==> src/rtl/core/aftoff_pkg.sv <==
`timescale 1ns / 1ps

package aftoff_pkg;

    localparam int unsigned CFG_IDX_W  = 3;
    localparam int unsigned CFG_DATA_W = 27;

    localparam logic [CFG_IDX_W-1:0] CFG_NORMAL_STEP      = 3'd0;
    localparam logic [CFG_IDX_W-1:0] CFG_CENTER_FREQ      = 3'd1;
    localparam logic [CFG_IDX_W-1:0] CFG_ZOOM_LEVEL       = 3'd2;
    localparam logic [CFG_IDX_W-1:0] CFG_FAST_TUNE_ENABLE = 3'd3;
    localparam logic [CFG_IDX_W-1:0] CFG_ACTIVE_VFO       = 3'd4;

    localparam logic [13:0] RST_NORMAL_STEP = 14'd50;
    localparam logic [26:0] RST_CENTER_FREQ = 27'd7100000;

    localparam logic [31:0] GAP_QUICK_MS  = 32'd30;
    localparam logic [31:0] GAP_CANCEL_MS = 32'd400;
    localparam logic [2:0]  QUICK_TRIGGER = 3'd4;
    localparam logic [13:0] FAST_STEP     = 14'd500;

    localparam logic signed [19:0] OFFSET_MAX = 20'sd262143;
    localparam logic signed [19:0] OFFSET_MIN = -20'sd262144;
    localparam logic signed [28:0] FREQ_MAX   = 29'sd134217727;

    localparam logic [16:0]        WIN_HI_ZOOM = 17'd95000;
    localparam logic [16:0]        WIN_LO_ZOOM = 17'd93000;
    localparam logic signed [19:0] WIN_HI_WIDE = 20'sd142000;
    localparam logic signed [19:0] WIN_LO_WIDE = -20'sd43000;

    typedef struct packed {
        logic [13:0] normal_step;
        logic [26:0] center_freq;
        logic [2:0]  zoom_level;
        logic        fast_tune_enable;
        logic        active_vfo;
    } t_cfg;

    typedef struct packed {
        logic        func;
        logic        direction;
        logic [31:0] time_ms;
    } t_item;

    typedef struct packed {
        logic signed [18:0] offset_hz;
        logic [26:0]        tuned_freq;
        logic               vfo_slot;
        logic               recenter_request;
        logic               fast_active;
        logic [13:0]        step_in_use;
    } t_result;

endpackage

==> src/rtl/core/aftoff_if.sv <==
`timescale 1ns / 1ps

interface aftoff_cfg_if;
    logic                              valid;
    logic                              ready;
    logic [aftoff_pkg::CFG_IDX_W-1:0]  index;
    logic [aftoff_pkg::CFG_DATA_W-1:0] data;

    modport source (output valid, output index, output data, input ready);
    modport sink (input valid, input index, input data, output ready);
endinterface

interface aftoff_item_if;
    logic        valid;
    logic        ready;
    logic        func;
    logic        direction;
    logic [31:0] time_ms;

    modport source (output valid, output func, output direction, output time_ms, input ready);
    modport sink (input valid, input func, input direction, input time_ms, output ready);
endinterface

interface aftoff_result_if;
    logic               valid;
    logic               ready;
    logic signed [18:0] offset_hz;
    logic [26:0]        tuned_freq;
    logic               vfo_slot;
    logic               recenter_request;
    logic               fast_active;
    logic [13:0]        step_in_use;

    modport source (output valid, output offset_hz, output tuned_freq, output vfo_slot,
                    output recenter_request, output fast_active, output step_in_use,
                    input ready);
    modport sink (input valid, input offset_hz, input tuned_freq, input vfo_slot,
                  input recenter_request, input fast_active, input step_in_use,
                  output ready);
endinterface

==> src/rtl/core/accelerated_fine_tune_offset_core.sv <==
`timescale 1ns / 1ps

// Accelerated fine tuning offset. Each request on the item channel is one encoder detent or
// one clear-offset command, and it yields exactly one result request, pushed into the
// result queue on acceptance. The block accepts one item every cycle: the offset,
// timestamp and fast-mode state are registered; a two-entry result queue keeps the input
// open until two results are waiting for the sink, at which point the input stalls until
// one of them is taken. Configuration writes are always ready.

module accelerated_fine_tune_offset_core (
    input  logic             i_clk,
    input  logic             i_rst_n,
    aftoff_cfg_if.sink       i_cfg,
    aftoff_item_if.sink      i_item,
    aftoff_result_if.source  o_result
);

    aftoff_pkg::t_cfg    cfg;
    aftoff_pkg::t_item   item;
    aftoff_pkg::t_result result;
    logic                not_full;
    logic                accept;

    assign item.func      = i_item.func;
    assign item.direction = i_item.direction;
    assign item.time_ms   = i_item.time_ms;
    assign i_item.ready   = not_full;
    assign accept         = i_item.valid && not_full;

    aftoff_cfg_regs u_cfg_regs (
        .i_clk   (i_clk),
        .i_rst_n (i_rst_n),
        .i_cfg   (i_cfg),
        .o_cfg   (cfg)
    );

    aftoff_update u_update (
        .i_clk    (i_clk),
        .i_rst_n  (i_rst_n),
        .i_accept (accept),
        .i_item   (item),
        .i_cfg    (cfg),
        .o_result (result)
    );

    aftoff_out_buf u_out_buf (
        .i_clk      (i_clk),
        .i_rst_n    (i_rst_n),
        .i_push     (accept),
        .i_data     (result),
        .o_not_full (not_full),
        .o_result   (o_result)
    );

endmodule

==> src/rtl/core/aftoff_cfg_regs.sv <==
`timescale 1ns / 1ps

module aftoff_cfg_regs (
    input  logic              i_clk,
    input  logic              i_rst_n,
    aftoff_cfg_if.sink        i_cfg,
    output aftoff_pkg::t_cfg  o_cfg
);

    aftoff_pkg::t_cfg r_cfg;

    assign i_cfg.ready = 1'b1;
    assign o_cfg       = r_cfg;

    always_ff @(posedge i_clk) begin
        if (!i_rst_n) begin
            r_cfg.normal_step      <= aftoff_pkg::RST_NORMAL_STEP;
            r_cfg.center_freq      <= aftoff_pkg::RST_CENTER_FREQ;
            r_cfg.zoom_level       <= 3'd0;
            r_cfg.fast_tune_enable <= 1'b1;
            r_cfg.active_vfo       <= 1'b0;
        end else if (i_cfg.valid) begin
            unique case (i_cfg.index)
                aftoff_pkg::CFG_NORMAL_STEP:      r_cfg.normal_step      <= i_cfg.data[13:0];
                aftoff_pkg::CFG_CENTER_FREQ:      r_cfg.center_freq      <= i_cfg.data[26:0];
                aftoff_pkg::CFG_ZOOM_LEVEL:       r_cfg.zoom_level       <= i_cfg.data[2:0];
                aftoff_pkg::CFG_FAST_TUNE_ENABLE: r_cfg.fast_tune_enable <= i_cfg.data[0];
                aftoff_pkg::CFG_ACTIVE_VFO:       r_cfg.active_vfo       <= i_cfg.data[0];
                default: begin
                end
            endcase
        end
    end

endmodule

==> src/rtl/core/aftoff_update.sv <==
`timescale 1ns / 1ps

module aftoff_update (
    input  logic                 i_clk,
    input  logic                 i_rst_n,
    input  logic                 i_accept,
    input  aftoff_pkg::t_item    i_item,
    input  aftoff_pkg::t_cfg     i_cfg,
    output aftoff_pkg::t_result  o_result
);

    logic signed [18:0] r_offset;
    logic [31:0]        r_last_time;
    logic               r_fast;
    logic [1:0]         r_qcount;

    logic signed [18:0] n_offset;
    logic [31:0]        n_last_time;
    logic               n_fast;
    logic [1:0]         n_qcount;

    logic [31:0]        gap;
    logic [2:0]         cnt;
    logic [13:0]        step;
    logic signed [19:0] off_w;
    logic signed [19:0] step_w;
    logic signed [19:0] sum_w;
    logic signed [28:0] freq_w;
    logic [16:0]        win_hi;
    logic [16:0]        win_lo;
    logic signed [19:0] n_off_w;
    logic               out_win;

    always_comb begin
        gap         = i_item.time_ms - r_last_time;
        cnt         = {1'b0, r_qcount} + {2'b00, (gap <= aftoff_pkg::GAP_QUICK_MS)};
        n_offset    = r_offset;
        n_last_time = r_last_time;
        n_fast      = r_fast;
        n_qcount    = r_qcount;
        step        = 14'd0;
        off_w       = {r_offset[18], r_offset};
        step_w      = 20'sd0;
        sum_w       = off_w;

        if (i_item.func) begin
            n_offset = 19'sd0;
        end else begin
            n_last_time = i_item.time_ms;
            if (!i_cfg.fast_tune_enable) begin
                n_fast = 1'b0;
            end else if (r_fast) begin
                if (gap >= aftoff_pkg::GAP_CANCEL_MS) begin
                    n_fast = 1'b0;
                end
            end else if (cnt == aftoff_pkg::QUICK_TRIGGER) begin
                n_fast   = 1'b1;
                n_qcount = 2'd0;
            end else begin
                n_qcount = cnt[1:0];
            end

            step   = n_fast ? aftoff_pkg::FAST_STEP : i_cfg.normal_step;
            step_w = $signed({6'b0, step});
            sum_w  = i_item.direction ? (off_w - step_w) : (off_w + step_w);
            if (sum_w > aftoff_pkg::OFFSET_MAX) begin
                n_offset = aftoff_pkg::OFFSET_MAX[18:0];
            end else if (sum_w < aftoff_pkg::OFFSET_MIN) begin
                n_offset = aftoff_pkg::OFFSET_MIN[18:0];
            end else begin
                n_offset = sum_w[18:0];
            end
        end
    end

    always_comb begin
        n_off_w = {n_offset[18], n_offset};
        win_hi  = aftoff_pkg::WIN_HI_ZOOM >> i_cfg.zoom_level;
        win_lo  = aftoff_pkg::WIN_LO_ZOOM >> i_cfg.zoom_level;
        if (i_cfg.zoom_level != 3'd0) begin
            out_win = (n_off_w >= $signed({3'b000, win_hi}))
                   || (n_off_w < -$signed({3'b000, win_lo}));
        end else begin
            out_win = (n_off_w > aftoff_pkg::WIN_HI_WIDE) || (n_off_w < aftoff_pkg::WIN_LO_WIDE);
        end

        freq_w = $signed({2'b00, i_cfg.center_freq}) + $signed({{10{n_offset[18]}}, n_offset});

        o_result.offset_hz = n_offset;
        if (freq_w < 29'sd0) begin
            o_result.tuned_freq = 27'd0;
        end else if (freq_w > aftoff_pkg::FREQ_MAX) begin
            o_result.tuned_freq = aftoff_pkg::FREQ_MAX[26:0];
        end else begin
            o_result.tuned_freq = freq_w[26:0];
        end
        o_result.vfo_slot         = i_cfg.active_vfo;
        o_result.recenter_request = out_win;
        o_result.fast_active      = n_fast;
        o_result.step_in_use      = step;
    end

    always_ff @(posedge i_clk) begin
        if (!i_rst_n) begin
            r_offset    <= 19'sd0;
            r_last_time <= 32'd0;
            r_fast      <= 1'b0;
            r_qcount    <= 2'd0;
        end else if (i_accept) begin
            r_offset    <= n_offset;
            r_last_time <= n_last_time;
            r_fast      <= n_fast;
            r_qcount    <= n_qcount;
        end
    end

endmodule

==> src/rtl/core/aftoff_out_buf.sv <==
`timescale 1ns / 1ps

module aftoff_out_buf (
    input  logic                 i_clk,
    input  logic                 i_rst_n,
    input  logic                 i_push,
    input  aftoff_pkg::t_result  i_data,
    output logic                 o_not_full,
    aftoff_result_if.source      o_result
);

    aftoff_pkg::t_result r_mem [0:1];
    logic                r_wr_ptr;
    logic                r_rd_ptr;
    logic [1:0]          r_count;

    logic                pop;
    aftoff_pkg::t_result head;

    assign o_not_full     = (r_count != 2'd2);
    assign o_result.valid = (r_count != 2'd0);
    assign pop            = o_result.valid && o_result.ready;
    assign head           = r_mem[r_rd_ptr];

    assign o_result.offset_hz        = head.offset_hz;
    assign o_result.tuned_freq       = head.tuned_freq;
    assign o_result.vfo_slot         = head.vfo_slot;
    assign o_result.recenter_request = head.recenter_request;
    assign o_result.fast_active      = head.fast_active;
    assign o_result.step_in_use      = head.step_in_use;

    always_ff @(posedge i_clk) begin
        if (i_push) begin
            r_mem[r_wr_ptr] <= i_data;
        end
    end

    always_ff @(posedge i_clk) begin
        if (!i_rst_n) begin
            r_wr_ptr <= 1'b0;
            r_rd_ptr <= 1'b0;
            r_count  <= 2'd0;
        end else begin
            if (i_push) begin
                r_wr_ptr <= ~r_wr_ptr;
            end
            if (pop) begin
                r_rd_ptr <= ~r_rd_ptr;
            end
            case ({i_push, pop})
                2'b10:   r_count <= r_count + 2'd1;
                2'b01:   r_count <= r_count - 2'd1;
                default: r_count <= r_count;
            endcase
        end
    end

endmodule

==> src/flat_wrapper.sv <==
// flat-port wrapper written by rule: the top's interface ports become plain ports
module accelerated_fine_tune_offset_core_flat 
  (i_clk, i_rst_n, i_cfg_valid, i_cfg_index, i_cfg_data, i_cfg_ready, i_item_valid, i_item_func, i_item_direction, i_item_time_ms, i_item_ready, o_result_valid, o_result_offset_hz, o_result_tuned_freq, o_result_vfo_slot, o_result_recenter_request, o_result_fast_active, o_result_step_in_use, o_result_ready);
  aftoff_cfg_if i_cfg_i ();
  aftoff_item_if i_item_i ();
  aftoff_result_if o_result_i ();
  input  logic i_clk;
  input  logic i_rst_n;
  input wire logic [$bits(i_cfg_i.valid)-1:0] i_cfg_valid;
  input wire logic [$bits(i_cfg_i.index)-1:0] i_cfg_index;
  input wire logic [$bits(i_cfg_i.data)-1:0] i_cfg_data;
  output wire logic [$bits(i_cfg_i.ready)-1:0] i_cfg_ready;
  input wire logic [$bits(i_item_i.valid)-1:0] i_item_valid;
  input wire logic [$bits(i_item_i.func)-1:0] i_item_func;
  input wire logic [$bits(i_item_i.direction)-1:0] i_item_direction;
  input wire logic [$bits(i_item_i.time_ms)-1:0] i_item_time_ms;
  output wire logic [$bits(i_item_i.ready)-1:0] i_item_ready;
  output wire logic [$bits(o_result_i.valid)-1:0] o_result_valid;
  output wire logic [$bits(o_result_i.offset_hz)-1:0] o_result_offset_hz;
  output wire logic [$bits(o_result_i.tuned_freq)-1:0] o_result_tuned_freq;
  output wire logic [$bits(o_result_i.vfo_slot)-1:0] o_result_vfo_slot;
  output wire logic [$bits(o_result_i.recenter_request)-1:0] o_result_recenter_request;
  output wire logic [$bits(o_result_i.fast_active)-1:0] o_result_fast_active;
  output wire logic [$bits(o_result_i.step_in_use)-1:0] o_result_step_in_use;
  input wire logic [$bits(o_result_i.ready)-1:0] o_result_ready;
  assign i_cfg_i.valid = i_cfg_valid;
  assign i_cfg_i.index = i_cfg_index;
  assign i_cfg_i.data = i_cfg_data;
  assign i_cfg_ready = i_cfg_i.ready;
  assign i_item_i.valid = i_item_valid;
  assign i_item_i.func = i_item_func;
  assign i_item_i.direction = i_item_direction;
  assign i_item_i.time_ms = i_item_time_ms;
  assign i_item_ready = i_item_i.ready;
  assign o_result_valid = o_result_i.valid;
  assign o_result_offset_hz = o_result_i.offset_hz;
  assign o_result_tuned_freq = o_result_i.tuned_freq;
  assign o_result_vfo_slot = o_result_i.vfo_slot;
  assign o_result_recenter_request = o_result_i.recenter_request;
  assign o_result_fast_active = o_result_i.fast_active;
  assign o_result_step_in_use = o_result_i.step_in_use;
  assign o_result_i.ready = o_result_ready;
  accelerated_fine_tune_offset_core u_core (.i_clk(i_clk), .i_rst_n(i_rst_n), .i_cfg(i_cfg_i), .i_item(i_item_i), .o_result(o_result_i));
endmodule
==> config.mk <==
export PLATFORM = sky130hd
export DESIGN_NAME = accelerated_fine_tune_offset_core_flat
export DESIGN_NICKNAME = d
export VERILOG_FILES = /design/src/rtl/core/aftoff_pkg.sv /design/src/rtl/core/aftoff_if.sv /design/src/rtl/core/accelerated_fine_tune_offset_core.sv /design/src/rtl/core/aftoff_cfg_regs.sv /design/src/rtl/core/aftoff_update.sv /design/src/rtl/core/aftoff_out_buf.sv /design/src/flat_wrapper.sv
export SDC_FILE = /design/constraint.sdc
export NUM_CORES = 1
export LEC_CHECK = 0
export ABC_AREA = 1
export BUFFER_PORTS_ARGS = -buffer_cell sky130_fd_sc_hd__buf_2
export CAP_MARGIN = 15
export CORE_UTILIZATION = 62
export DETAILED_ROUTE_END_ITERATION = 12
export PLACE_DENSITY = 0.82
export REMOVE_ABC_BUFFERS = 1
export SLEW_MARGIN = 40
export SYNTH_ARGS = -nofsm -noshare
export SYNTH_HDL_FRONTEND = slang
export SYNTH_HIERARCHICAL = 1
export SYNTH_SLANG_ARGS = --single-unit
==> constraint.sdc <==
create_clock -name i_clk -period 10.5 [get_ports i_clk]
set_input_delay 0.525 -clock i_clk [delete_from_list [all_inputs] [get_ports i_clk]]
set_output_delay 0.525 -clock i_clk [all_outputs]
set_load 0.02 [all_outputs]
==> reports/results.ini <==
[detailed_routing]
route.detailed.drc=0
routedWlPerCell_um=16.2
drt_iter0_markers=1466
first_pass_iters=8
wirelength_mm=44.2
routed.top_layer=met5
vias_per_cell=5.65
met1_length_mm=18.2
route.met3.wl_mm=3.27
postRouteAntennaNets=0
vias=15410
met2_length_mm=20.8

[cells_and_area]
fin_nets=2550
ff_latch_area_um2=5890
area_growth_pct=10.0
fillers=2238
finalNonFillerCells=2727
final_cell_mix=nand2_1, inv_1, nor2_1
drive_above_1_share=0.159
final_common_cell=nand2_1
final_core_util=0.692
multi_input_area_um2=9300

[setup_path]
crit_path_frequent_cell=nand2_1
cp_max_fo=27
required_ps=10790
worst_path_dominant_cell_family=simple AND/OR/NAND/NOR gates
worstPathBufferInverterCount=6
path_class=flop to flop
cp_slowest_cell=o21ai_0
slowest_delay_ps=560
end_kind=flop
start_kind=flop
critPathArrivalTime_ps=9920

[logic_synthesis]
syn_avg_cell_area_um2=7.55
ys_seq_elements=231
syn_area_um2=16900
syn_inst=2240
yosys_warnings=6
yosysSeqAreaShare=0.348
synthDistinctLibCells=60

[pwr]
p_per_area_nw_per_um2=197
p_comb_frac=0.434
switching_share=0.398
fin_total_pwr_mw=3.67
power.internal_mw=2.21
p_switching_mw=1.46
power_frac_seq=0.325
clockPowerShare=0.241
ir_drop_mv=0.154
p_leak_nw=9.19

[floorplan]
die_h_um=167
std_cell_rows=60
die_area_um2=27900
io-pin-count=135
core_area_um2=26900
initial_utilization=0.629
die_x_um=167

[grt]
grt_usage=0.315
overflow=0
grt_pass1_wl_mm=71.5
grt_pass1_vias=14827
antenna_found_initial=2
grt_max_degree=96

[sta]
rsz0062_at_grt=false
layout_setup_ws_ps=869
hold_viol=0
final_max_slew_viol_count=0
worstMarginPinSlew_ps=817
fin_tns_setup_ps=0
period_minus_slack_ps=9630
relSlewSlack=0.453
finClkSkew_ps=16.9
fmax_ghz=0.104
setup_viol_count_final=0
fin_crit_sh=0.917

[place]
hpwl_mm=33.8
io_buffers=133
dp_cells=2679
gp_congestion=1.04
post-place-ws_ps=364

[worst_hold_path]
min_path_type=input pin to flop

[cts]
clock_latency_ps=550
clk_pin_slew_ps=60
cts_tree=done
cts_made_buffers=25
htreeDepth=1
cts_buffer_depth=3
cts_sinks=231
cts_root_buffer=clkbuf_16

[job]
cap_violations=0

[outcome]
status=completed

[worst register-to-register path, delay by kind of cell (launching register included)]
kind | cells | cell delay, ps
AOI/OAI and AO/OA | 7 | 1740
xor gates and xnor gates | 2 | 350
adders and majority gates | 6 | 1780
buffers and inverters | 6 | 390
DFF | 1 | 320
and+or+nand+nor | 36 | 4820
[metrics by stage]
| stage | hold WS (ps) | cell area [um2] |
|---|---|---|
| after CTS | 174 | 18500 |
| after detailed placement | 451 | 17700 |
| after floorplan | 426 | 16500 |
| after global placement | 444 | 17700 |
| final | 188 | 18600 |
| after global routing | 183 | 18600 |
[flip-flops by register name (all words and copies together) (netlist names), 2 cells and up, named ones only]
signal	flops
u_core/u_out_buf/r_mem	126
u_core/u_update/r_last_time	32
u_core/u_update/r_qcount	2
u_core/u_cfg_regs/o_cfg	46
u_core/u_update/r_offset	19
u_core/u_out_buf/r_count	2
[layout make-up]
cell class / count / area share
multi-input cells: 1601 / 0.500
flip-flops and latches: 231 / 0.316
inverters: 357 / 0.0726
repair buffers: 150 / 0.0439
clock buffers: 34 / 0.0370
well taps: 341 / 0.0229
clock inverters: 12 / 0.00706
diodes: 1 / 0.000134
[cells by family after synthesis]
logic type      count (synthesis)  synth area share
simple gates                 1086             0.281
buf+inv                       409             0.106
mux                            63            0.0553
xor+xnor                       58            0.0314
flops                         231             0.348
fa+ha+maj                     115            0.0864
compound gates                276            0.0918
other cells                     2          0.000444
[metal layers]
metal  vias up  GRT usage
met5         -          0
met4         2      0.143
met3       146     0.0411
met2       683      0.546
met1      7061      0.392
li1       7518          -
[power by group through the flow]
stage	clock network, mW	registers, mW	logic [mW]
floorplan	0	1.20	1.12
global placement	0	1.20	1.50
detailed placement	0	1.21	1.54
CTS	0.896	1.19	1.55
global route	0.932	1.20	1.74
finish	0.885	1.19	1.59
[Yosys cell counts (all sizes together)]
library cell  count  area share
nand2           594        0.14
and3              2     0.00074
nor3             29      0.0095
o21bai            7      0.0031
ha              112       0.083
o21ai           101       0.030
o31ai             1     0.00044
mux2             63       0.055
a21oi           127       0.040
or2               4      0.0015
xor2             34       0.018
dfxtp           105        0.12
a21o              4      0.0018
xnor2            24       0.013
clkbuf           21      0.0058
o21a              2     0.00089
o211ai           14      0.0062
nor4              4      0.0015
nand3           148       0.047
a31oi             2     0.00074
o211a             1     0.00059
buf              31       0.020
nand4            25      0.0092
edfxtp          126        0.22
clkinv            3     0.00067
and2              2     0.00074
inv             354       0.079
fa                3      0.0036
a211oi            7      0.0034
nand3b           14      0.0062
o221ai            1     0.00052
a22oi             1     0.00044
nor2            264       0.064
o2111ai           3      0.0016
conb              2     0.00044
o22ai             1     0.00037
o41ai             4      0.0021
[final timing paths]
| path | slack [ps] | start | cells past startpoint | end |
|---|---|---|---|---|
| setup reg to reg | 870 | u_core/u_update/r_last_time[26]$_SDFFE_PN0P_ | 57 | u_core/u_out_buf/r_mem[0][27]$_DFFE_PP_ |
| setup / recovery | 870 | u_core/u_update/r_last_time[26]$_SDFFE_PN0P_ | 57 | u_core/u_out_buf/r_mem[0][27]$_DFFE_PP_ |
| hold / removal | 190 | i_cfg_data[21] | 3 | u_core/u_cfg_regs/o_cfg[26]$_SDFFE_PN1P_ |
| hold reg to reg | 460 | u_core/u_update/r_last_time[8]$_SDFFE_PN0P_ | 2 | u_core/u_update/r_last_time[8]$_SDFFE_PN0P_ |
[what timing repair did]
item / in CTS / in global routing
hold buffers: 0 / 0
endpoints found under the setup margin: 0 / 54
resized for setup: 0 / 17
hold endpoints to repair: 0 / 0
setup buffers: 0 / 1
No activity file was read; power rests on OpenSTA's default activity.
